==> config.mk <==
export PLATFORM = sky130hd
export DESIGN_NAME = mtrr_range_memory_type_resolver
export DESIGN_NICKNAME = d
export VERILOG_FILES = /design/src/hw/rtl/mtrr_pkg.sv /design/src/hw/rtl/mtrr_ram.sv /design/src/hw/rtl/mtrr_range_memory_type_resolver.sv
export VERILOG_INCLUDE_DIRS = /design/src /design/src/hw/rtl
export SDC_FILE = /design/constraint.sdc
export NUM_CORES = 2
export LEC_CHECK = 0
export ABC_AREA = 1
export ABC_CLOCK_PERIOD_IN_PS = 6900
export BUFFER_PORTS_ARGS = -buffer_cell sky130_fd_sc_hd__buf_2
export CORE_MARGIN = 4
export CORE_UTILIZATION = 50
export CTS_CLUSTER_SIZE = 12
export DETAILED_ROUTE_END_ITERATION = 16
export PLACE_DENSITY_LB_ADDON = 0.12
export SYNTH_ARGS = -nofsm -noshare
export SYNTH_HDL_FRONTEND = slang
export SYNTH_SLANG_ARGS = --single-unit
==> constraint.sdc <==
create_clock -name clk_i -period 6.9 [get_ports clk_i]
set_input_delay 0 -clock clk_i [delete_from_list [all_inputs] [get_ports clk_i]]
set_output_delay 0 -clock clk_i [all_outputs]
set_load 0.01 [all_outputs]
==> src/hw/rtl/mtrr_range_memory_type_resolver_macros.svh <==
// ----------------------------------------------------------------------------
// MTRR range resolver assertion macros
// Concurrent assertion wrappers that vanish in synthesis builds.
// ----------------------------------------------------------------------------
`ifndef MTRR_RANGE_MEMORY_TYPE_RESOLVER_MACROS_SVH
`define MTRR_RANGE_MEMORY_TYPE_RESOLVER_MACROS_SVH

`ifndef SYNTHESIS
`define MTRR_ASSERT(lbl, prop, msg) \
  lbl: assert property (@(posedge clk_i) disable iff (!rst_ni) prop) \
    else $error(msg);
`define MTRR_ASSERT_ALWAYS(lbl, prop, msg) \
  lbl: assert property (@(posedge clk_i) prop) else $error(msg);
`else
`define MTRR_ASSERT(lbl, prop, msg)
`define MTRR_ASSERT_ALWAYS(lbl, prop, msg)
`endif

`endif

==> src/hw/rtl/mtrr_pkg.sv <==
// ----------------------------------------------------------------------------
// MTRR range resolver package
// Table sizes, field widths, memory type and status codes, entry layout.
// ----------------------------------------------------------------------------
package mtrr_pkg;

  localparam int unsigned MaxRanges = 16;
  localparam int unsigned CntW      = $clog2(MaxRanges + 1);
  localparam int unsigned IdxW      = (MaxRanges > 1) ? $clog2(MaxRanges) : 1;

  // Addresses are kept as 4 KB frame numbers (address bits 51:12).
  localparam int unsigned FrameW    = 40;
  localparam int unsigned FrameLsb  = 12;
  localparam int unsigned PageW     = 18;
  localparam int unsigned PageSubW  = 21 - FrameLsb;
  localparam int unsigned TypeW     = 8;
  localparam int unsigned ValidBit  = 11;

  localparam int unsigned InDataW   = 152;
  localparam int unsigned OutDataW  = 16;

  localparam logic [TypeW-1:0] TypeUc = 8'd0;
  localparam logic [TypeW-1:0] TypeWb = 8'd6;

  typedef enum logic [2:0] {
    StStored   = 3'd0,
    StWbSkip   = 3'd1,
    StDisabled = 3'd2,
    StFull     = 3'd3,
    StQuery    = 3'd4
  } status_e;

  typedef struct packed {
    logic [FrameW-1:0] start_frame;
    logic [FrameW-1:0] last_frame;
    logic [TypeW-1:0]  kind;
  } range_entry_t;

endpackage

==> src/hw/rtl/mtrr_ram.sv <==
// ----------------------------------------------------------------------------
// Generic single-port-write RAM
// One write port and one read port with registered read data.
// ----------------------------------------------------------------------------
module mtrr_ram #(
  parameter int unsigned Width = 8,
  parameter int unsigned Depth = 16,
  localparam int unsigned AddrW = (Depth > 1) ? $clog2(Depth) : 1
) (
  input  logic             clk_i,
  input  logic             we_i,
  input  logic [AddrW-1:0] waddr_i,
  input  logic [Width-1:0] wdata_i,
  input  logic             re_i,
  input  logic [AddrW-1:0] raddr_i,
  output logic [Width-1:0] rdata_o
);

  logic [Width-1:0] mem_q [Depth];

  always_ff @(posedge clk_i) begin
    if (we_i) begin
      mem_q[waddr_i] <= wdata_i;
    end
    if (re_i) begin
      rdata_o <= mem_q[raddr_i];
    end
  end

endmodule

==> src/hw/rtl/mtrr_range_memory_type_resolver.sv <==
// ----------------------------------------------------------------------------
// MTRR variable-range memory type resolver
// Stores variable-range MTRR pairs and classifies 2 MB pages against them.
// ----------------------------------------------------------------------------
//   Channel  Direction  Contents
//   s_axis   in         tuser: kind; tdata: base_word, mask_word, page_number
//   m_axis   out        tdata: status, memory_type
//
// Stored loads pass through the check and store states to the result; skipped loads
// leave the check state straight for the result. Page 0 skips the table scan; other
// queries read and compare one stored range per cycle until all are scanned, ending
// early on an uncacheable hit. One item is in work at a time. Reset clears the range
// count and all registers; the table needs no clearing pass. A stalled m_axis
// holds the result in the output register and the block stays busy behind it.
// ----------------------------------------------------------------------------
`include "mtrr_range_memory_type_resolver_macros.svh"

module mtrr_range_memory_type_resolver (
  input  logic                          clk_i,
  input  logic                          rst_ni,
  input  logic                          s_axis_tvalid,
  output logic                          s_axis_tready,
  // [63:0] base_word, [127:64] mask_word, [145:128] page_number, rest zero
  input  logic [mtrr_pkg::InDataW-1:0]  s_axis_tdata,
  // [0] kind
  input  logic                          s_axis_tuser,
  output logic                          m_axis_tvalid,
  input  logic                          m_axis_tready,
  // [2:0] status, [10:3] memory_type, rest zero
  output logic [mtrr_pkg::OutDataW-1:0] m_axis_tdata
);
  import mtrr_pkg::*;

  typedef enum logic [2:0] {
    ST_IDLE,
    ST_LOAD_CHECK,
    ST_LOAD_STORE,
    ST_QUERY,
    ST_DONE
  } state_e;

  state_e            state_q;
  logic [FrameW-1:0] base_frame_q;
  logic [FrameW-1:0] mask_frame_q;
  logic              mask_valid_q;
  logic [TypeW-1:0]  type_q;
  logic [PageW-1:0]  page_q;
  logic [FrameW-1:0] span_q;
  logic [CntW-1:0]   issue_q;
  logic              pend_q;
  logic [CntW-1:0]   range_count_q;
  logic [TypeW-1:0]  res_type_q;
  status_e           res_status_q;
  logic              out_valid_q;
  status_e           out_status_q;
  logic [TypeW-1:0]  out_type_q;

  logic [FrameW:0]   sum;
  logic [FrameW-1:0] last_frame;
  logic [FrameW-1:0] first_pg;
  logic [FrameW-1:0] final_pg;
  logic              ram_we;
  logic              ram_re;
  range_entry_t      wr_entry;
  range_entry_t      rd_entry;
  logic              overlap;

  assign sum        = {1'b0, base_frame_q} + {1'b0, span_q};
  assign last_frame = sum[FrameW] ? {FrameW{1'b1}} : sum[FrameW-1:0];
  assign first_pg   = FrameW'({page_q, {PageSubW{1'b0}}});
  assign final_pg   = FrameW'({page_q, {PageSubW{1'b1}}});

  assign ram_we   = (state_q == ST_LOAD_STORE);
  assign ram_re   = (state_q == ST_QUERY) && (issue_q < range_count_q);
  assign wr_entry = '{start_frame: base_frame_q, last_frame: last_frame, kind: type_q};

  mtrr_ram #(
    .Width ($bits(range_entry_t)),
    .Depth (MaxRanges)
  ) u_table (
    .clk_i   (clk_i),
    .we_i    (ram_we),
    .waddr_i (range_count_q[IdxW-1:0]),
    .wdata_i (wr_entry),
    .re_i    (ram_re),
    .raddr_i (issue_q[IdxW-1:0]),
    .rdata_o (rd_entry)
  );

  assign overlap = pend_q && (first_pg <= rd_entry.last_frame) &&
                   (final_pg >= rd_entry.start_frame);

  assign s_axis_tready = (state_q == ST_IDLE);
  assign m_axis_tvalid = out_valid_q;
  assign m_axis_tdata  = {{(OutDataW - TypeW - 3){1'b0}}, out_type_q, out_status_q};

  always_ff @(posedge clk_i or negedge rst_ni) begin
    if (!rst_ni) begin
      state_q       <= ST_IDLE;
      base_frame_q  <= '0;
      mask_frame_q  <= '0;
      mask_valid_q  <= 1'b0;
      type_q        <= '0;
      page_q        <= '0;
      span_q        <= '0;
      issue_q       <= '0;
      range_count_q <= '0;
      pend_q        <= 1'b0;
      res_type_q    <= TypeUc;
      res_status_q  <= StStored;
      out_valid_q   <= 1'b0;
      out_status_q  <= StStored;
      out_type_q    <= TypeUc;
    end else begin
      if (out_valid_q && m_axis_tready && (state_q != ST_DONE)) begin
        out_valid_q <= 1'b0;
      end
      case (state_q)
        ST_IDLE: begin
          if (s_axis_tvalid) begin
            base_frame_q <= s_axis_tdata[FrameLsb +: FrameW];
            mask_frame_q <= s_axis_tdata[64 + FrameLsb +: FrameW];
            mask_valid_q <= s_axis_tdata[64 + ValidBit];
            type_q       <= s_axis_tdata[TypeW-1:0];
            page_q       <= s_axis_tdata[128 +: PageW];
            issue_q      <= '0;
            pend_q       <= 1'b0;
            if (s_axis_tuser) begin
              res_status_q <= StQuery;
              if (s_axis_tdata[128 +: PageW] == '0) begin
                res_type_q <= TypeUc;
                state_q    <= ST_DONE;
              end else begin
                res_type_q <= TypeWb;
                state_q    <= ST_QUERY;
              end
            end else begin
              res_type_q <= TypeUc;
              state_q    <= ST_LOAD_CHECK;
            end
          end
        end
        ST_LOAD_CHECK: begin
          if (!mask_valid_q || (mask_frame_q == '0)) begin
            res_status_q <= StDisabled;
            state_q      <= ST_DONE;
          end else if (type_q == TypeWb) begin
            res_status_q <= StWbSkip;
            state_q      <= ST_DONE;
          end else if (range_count_q == CntW'(MaxRanges)) begin
            res_status_q <= StFull;
            state_q      <= ST_DONE;
          end else begin
            span_q  <= ~mask_frame_q & (mask_frame_q - FrameW'(1));
            state_q <= ST_LOAD_STORE;
          end
        end
        ST_LOAD_STORE: begin
          range_count_q <= range_count_q + CntW'(1);
          res_status_q  <= StStored;
          state_q       <= ST_DONE;
        end
        ST_QUERY: begin
          if (overlap && (rd_entry.kind == TypeUc)) begin
            res_type_q <= TypeUc;
            pend_q     <= 1'b0;
            state_q    <= ST_DONE;
          end else begin
            if (overlap) begin
              res_type_q <= rd_entry.kind;
            end
            if (ram_re) begin
              issue_q <= issue_q + CntW'(1);
              pend_q  <= 1'b1;
            end else begin
              pend_q <= 1'b0;
              if (!pend_q) begin
                state_q <= ST_DONE;
              end
            end
          end
        end
        ST_DONE: begin
          if (!out_valid_q || m_axis_tready) begin
            out_valid_q  <= 1'b1;
            out_status_q <= res_status_q;
            out_type_q   <= res_type_q;
            state_q      <= ST_IDLE;
          end
        end
        default: begin
          state_q <= ST_IDLE;
        end
      endcase
    end
  end

  `MTRR_ASSERT(a_count_bound, range_count_q <= CntW'(MaxRanges), "range count overflow")
  `MTRR_ASSERT(a_busy, s_axis_tvalid && s_axis_tready |=> state_q != ST_IDLE, "no work started")
  `MTRR_ASSERT(a_count_hold, state_q != ST_LOAD_STORE |=> $stable(range_count_q), "count moved")
  `MTRR_ASSERT(a_read_bound, ram_re |-> issue_q < CntW'(MaxRanges), "table read beyond its depth")
  `MTRR_ASSERT_ALWAYS(a_status_code, m_axis_tvalid |-> out_status_q <= StQuery, "bad status")

endmodule
* After elaboration in Yosys (flattened, before gate mapping) *
Memory sizes are Yosys's and may differ from the RTL's. A register that Yosys moved wholly into a read port is not among the register bits.
Index checks and enable logic that the tools add are counted.

operators by class
  muxes and demuxes = 37
  reductions and logical operators = 24
  magnitude comparators = 3
  bitwise gates (word level) = 5
  eq/ne operators = 16
  $add $sub $neg = 4

operators with widths
  cell                                                                   number
  3-bit 2-to-1 mux                                                       16
  40-bit by 40-bit adder with 41-bit output                              1
  40-bit bitwise AND                                                     1
  27-bit by 40-bit greater-or-equal comparator with 1-bit output         1
  27-bit by 40-bit less-or-equal comparator with 1-bit output            1
  40-bit logical NOT                                                     1
  40-bit 2-to-1 mux                                                      1
  40-bit NOT                                                             1
  40-bit by 1-bit subtractor with 40-bit output (second input constant)  1
  8-bit 2-to-1 mux                                                       4
  18-bit logical NOT                                                     1
  8-bit one-hot mux with 2 select lines                                  1
  4-bit AND reduction                                                    4
  5-bit 2-to-1 mux                                                       3
  3-bit one-hot mux with 5 select lines                                  1
  5-bit by 1-bit adder with 5-bit output (second input constant)         2
  5-bit one-hot mux with 2 select lines                                  1
  3-bit by 2-bit != test with 1-bit output (second input constant)       3
  3-bit one-hot mux with 3 select lines                                  1
  8-bit by 3-bit == test with 1-bit output (second input constant)       1
  8-bit logical NOT                                                      1
  1-bit 2-to-1 mux                                                       8
  2-bit != test (second input constant)                                  4
  3-bit by 2-bit == test with 1-bit output (second input constant)       2
  17 further kinds                                                       28

storage, ports and cells
  bits of input ports = 157
  flip-flop bits (word level) = 184
  output and inout bits = 18
  memories = 1
  bits in writable memories = 1408
  logic and storage cells = 105

memory list
  name           depth  bits a word  rd ports  clocked after memory_dff  write ports  line            RTL
  u_table.mem_q  16     88           1         1                         1            mtrr_ram.sv:19  logic [Width-1:0] mem_q [Depth];

* Logic depth before layout (Yosys ltp) *
  depth in word-level cells = 6
  gate-level depth with buffers = 17
  depth with buffers taken out = 17

* By module *
From an unflattened synthesis, not the netlist that was laid out.

second synthesis, totals
  cells, all modules = 7348
  area, all modules = 74587.8 um^2

by module, submodules not included
  module                           seq. area each (um^2)  cells an instance  area an instance (um^2)  times used
  mtrr_ram                         44923.1                5778               62583.8                  1
  mtrr_range_memory_type_resolver  4604.4                 1570               12004.0                  1

* Least setup slack after synthesis *
No wires, ideal clock.

  kind = flip-flop to flip-flop
  start = register issue_q[0]
  end = register issue_q[0]
  buffers on the path = 3
  arrival time = 5.594 ns
  path slack = 1.240 ns
  required time = 6.834 ns
  cell stages (with the launch flop) = 11
  period minus slack after synthesis = 5.660 ns
  setup time = 0.066 ns
  path through = dfrtp_1 > buf_2 > buf_6 > buf_4 > nor2_1 > o221ai_1 > nor2_1 > nand2_2 > nand2_1 > nand2_1 > nand2_1

between the ends
  longest elaborated chain between the ends = 4
  elaborated cells on any way between the ends = 8
  those cells by class = 1 x add/sub; 1 x order compare; 1 x eq/ne; 3 x mux; 2 x reduce/logical

ends and longest elaborated chain
  element                        line                                    RTL
  start: declaration             mtrr_range_memory_type_resolver.sv:49   logic [CntW-1:0] issue_q;
  start signal: assignment       mtrr_range_memory_type_resolver.sv:173  issue_q <= issue_q + CntW'(1);
  5-bit < comparator             mtrr_range_memory_type_resolver.sv:74   assign ram_re = (state_q == ST_QUERY) && (issue_q < range_count_q);
  1-bit logical AND              mtrr_range_memory_type_resolver.sv:74
  net ram_re                     mtrr_range_memory_type_resolver.sv:63   logic ram_re;
  2-bit != test (no line)        -
  4-bit AND reduction (no line)  -

The timed path passes the listed nets, and every way through them passes these cells. The select of a mux whose other input is x is not followed.
A chain may end at the register's enable or synchronous reset.

* Worst setup path in the final report *
  start = register base_frame_q[31]
  end = memory u_table.mem_q[0][22] in the netlist's numbering, data pin

between the ends
  longest elaborated chain between the ends = 2

ends and longest elaborated chain
  element                                    line                                    RTL
  start: declaration                         mtrr_range_memory_type_resolver.sv:43   logic [FrameW-1:0] base_frame_q;
  start signal: assignment                   mtrr_range_memory_type_resolver.sv:121  base_frame_q <= s_axis_tdata[FrameLsb +: FrameW];
  40-bit by 40-bit adder with 41-bit output  mtrr_range_memory_type_resolver.sv:68   assign sum = {1'b0, base_frame_q} + {1'b0, span_q};
  40-bit 2-to-1 mux                          mtrr_range_memory_type_resolver.sv:69   assign last_frame = sum[FrameW] ? {FrameW{1'b1}} : sum[FrameW-1:0];
  net last_frame[14]                         mtrr_range_memory_type_resolver.sv:59   logic [FrameW-1:0] last_frame;
  end: declaration                           mtrr_ram.sv:19

The timed path passes the listed nets, and every way through them passes these cells.

==> run metrics <==
outcome completed; Initial DRC Count 4669; family with the most delay on the worst path compound AO/OA/AOI/OAI gates; Clock Latency Late Sink 800 ps; f_max 221.5 MHz; routed length per instance 25.49 um; # IOs 175; row cnt 135; Port Buffers 124; total CTS buffers 172; Die Span Y 379.1 um; Synth warnings 0; Post-DRT Antenna Nets 0; CP Data Required Time 7230 ps; clock root buffer clkbuf_16; Final Critical Period 4515 ps; Final TNS setup 0 ps; fin crit share 65.44%; mapped cell area 68850 um^2; GRT Residual Overflow 0; Starting Density 50.57%; vias in the first global route 43785; CTS tree done; largest net degree at the start of global routing 210; buffer and inverter count on the worst path 1; crit end category register; reg2reg end u_table.mem_q[0][22]$_DFFE_PP_; ratio of cells with drive above 1 in the final layout 7.961%; R2R Setup Slk 2380 ps; synth unique cells 57; worst clock skew 29.29 ps; first-pass GRT wire length 285600 um; fraction of registers with async set/reset 10.95%; Worst Hold Depth 4; Synth Flop Type edfxtp_1; final non-filler cell total 7626; most frequent cell after synthesis edfxtp_1; initial antenna violation count 3; Max clock buf depth 3; startpoint type of the worst setup path register; post-synth top area cell edfxtp_1; area of the core 136100 um^2; DP Cell Count 7056; final HPWL from detailed placement 98410 um; clk sink count 1680; final hold violations 0; Seq cells post-synth 1680; critical-path maximum fanout 22; Power Dens Cells 362.8 nW/um^2; Avg Cell Area, Syn 12.76 um^2; worst r2r path cells 9; synth top area cells edfxtp_1 65%, dfrtp_1 6.7%, nor2_1 5.0%; Layout Nets 5960; CP Cell Sequence ha_1 -> a21oi_1 -> a21boi_1 -> o21ai_0 -> a31oi_1 -> nand2_1 -> a31oi_4 -> buf_4 -> nand3_1; Leak 27.40 nW; Die X 379.1 um; Syn Inst Count 5396; hold crit path type input pin to register; worst rel slew slack 21.73%; MaxCap Viol Count 0; Clock transition at path regs 60 ps; Max stage delay on crit path 790 ps; RSZ-0062 raised after global routing false; pre-CTS setup slack 2399 ps; hold path startpoint s_axis_tdata[139]; R2R Path Start base_frame_q[31]$_DFFE_PN0P_; post-synth top area share 65.24%; DRC viols 0; Commonest cells post-synth 1496 x edfxtp_1, 914 x nor2_1, 746 x nand2_1, 454 x o21ai_0, 226 x nand3_1; Crit path depth 9; Layout area overhead 14.92%; register area share after synthesis 71.93%; final slew viol count 0; total power 0.02871 W; Final setup viols 0; Worst IR Drop VDD 0.2842 mV; Fillers 10836; GRT Util Overall 27.00%; Via density 5.945; setup ws final 2385 ps; RD Place Congestion 0.9106; critical path type register to register; Hold Slack 92.03 ps; slowest cell on the critical path dfrtp_1; final wirelength 194400 um; H-Tree Depth 4; WP data arrival 4840 ps; Pre-antenna DRT Iters 6; DIE AREA 143700 um^2; Post-synth EDFFs 1496; Hold Crit Endpoint page_q[11]$_DFFE_PN0P_; worst slew pin tran 1174 ps; via count 45340
## cells in the final DEF (no fill, tap or decap), types with 14 or more instances in the layout
cell           count
nor2_1           896
a31oi_1           18
inv_1            198
ha_1              85
nand2_1          746
nor2_4            19
nand3_1          226
mux2i_1          144
o32ai_1          208
clkbuf_16        178
nand4_1           25
buf_12            21
nor3_1            15
dlygate4sd3_1    267
buf_2            123
a21oi_1           61
clkinv_1          22
o31ai_1           14
buf_4             37
xor2_1            16
o221ai_1         146
o21ai_0          454
o211ai_1          34
clkbuf_1          70
dfrtp_1          181
edfxtp_1        1496
## worst max-delay path by stage
stage | start | to
3_3_place_gp | base_frame_q[31]$_DFFE_PN0P_ | u_table.mem_q[0][22]$_DFFE_PP_
6_report | base_frame_q[31]$_DFFE_PN0P_ | u_table.mem_q[0][22]$_DFFE_PP_
5_1_grt | base_frame_q[31]$_DFFE_PN0P_ | u_table.mem_q[0][22]$_DFFE_PP_
2_1_floorplan | issue_q[0]$_DFFE_PN0P_ | issue_q[0]$_DFFE_PN0P_
4_1_cts | base_frame_q[31]$_DFFE_PN0P_ | u_table.mem_q[0][22]$_DFFE_PP_
3_5_place_dp | base_frame_q[31]$_DFFE_PN0P_ | u_table.mem_q[0][22]$_DFFE_PP_
## registers in the layout, indices dropped and copies added, names as in the netlist
register / cells
out_type_q: 8
u_table.mem_q: 1408
range_count_q: 5
base_frame_q: 40
res_status_q: 3
m_axis_tvalid: 1
pend_q: 1
mask_valid_q: 1
issue_q: 5
page_q: 18
out_status_q: 3
res_type_q: 8
mask_frame_q: 40
span_q: 40
state_q: 3
u_table.rdata_o: 88
type_q: 8
## worst reg2reg max path: stages (launching register included)
cell      delay [ps]
dfrtp_1          790
ha_1             440
a21oi_1          250
a21boi_1         270
o21ai_0          160
a31oi_1          230
nand2_1          130
a31oi_4          700
buf_4            490
nand3_1          580
## kinds of logic (layout without fill, tap and decap cells)
group           Yosys count  count (layout)  share of synthesized area (%)
flops                  1680            1680                          71.93
buf+inv                 515             956                          3.136
fa+ha+maj                86              86                          1.574
compound gates          968             968                          9.366
other cells               1               9                       0.005446
simple gates           1978            1978                          11.58
xor+xnor                 21              21                         0.2671
mux                     147             147                          2.142
## layer usage
layer / wire [um] / up-vias / global-route usage (%)
met2: 92550 / 1599 / 43.51
met5: 7 / - / 0
met3: 12710 / 337 / 4.424
met1: 82900 / 22993 / 37.63
met4: 6212 / 2 / 9.225
li1: - / 20409 / -
## power breakdown
| group | total, W | switching (W) | internal (W) |
|---|---|---|---|
| Clock | 0.00874 | 0.00374 | 0.00500 |
| Sequential | 0.0145 | 0.00117 | 0.0133 |
| Combinational | 0.00547 | 0.00389 | 0.00158 |
## layout make-up
type	instances	area, um^2	area share (%)
flip-flops and latches	1680	49540	62.61
multi-input cells	3205	17330	21.90
clock buffers	253	4786	6.048
repair buffers	450	4029	5.092
well taps	1781	2228	2.816
inverters	208	799.5	1.010
clock inverters	45	410.4	0.5187
diodes	4	10.01	0.01265
## metrics by stage
step,utilization [%],cell area (um^2)
4_1_cts,58.11,79120
3_3_place_gp,52.31,71220
5_1_grt,58.11,79120
6_report,58.12,79130
2_1_floorplan,-,68870
3_5_place_dp,52.31,71220
## repair_timing
item / CTS / global route
endpoints found under the setup margin: 0 / 0
gates resized for setup: 0 / 0
hold endpoints to repair: 246 / 0
setup buffers: 0 / 0
hold buffers: 268 / 0
(Power assumes the default switching activity.)
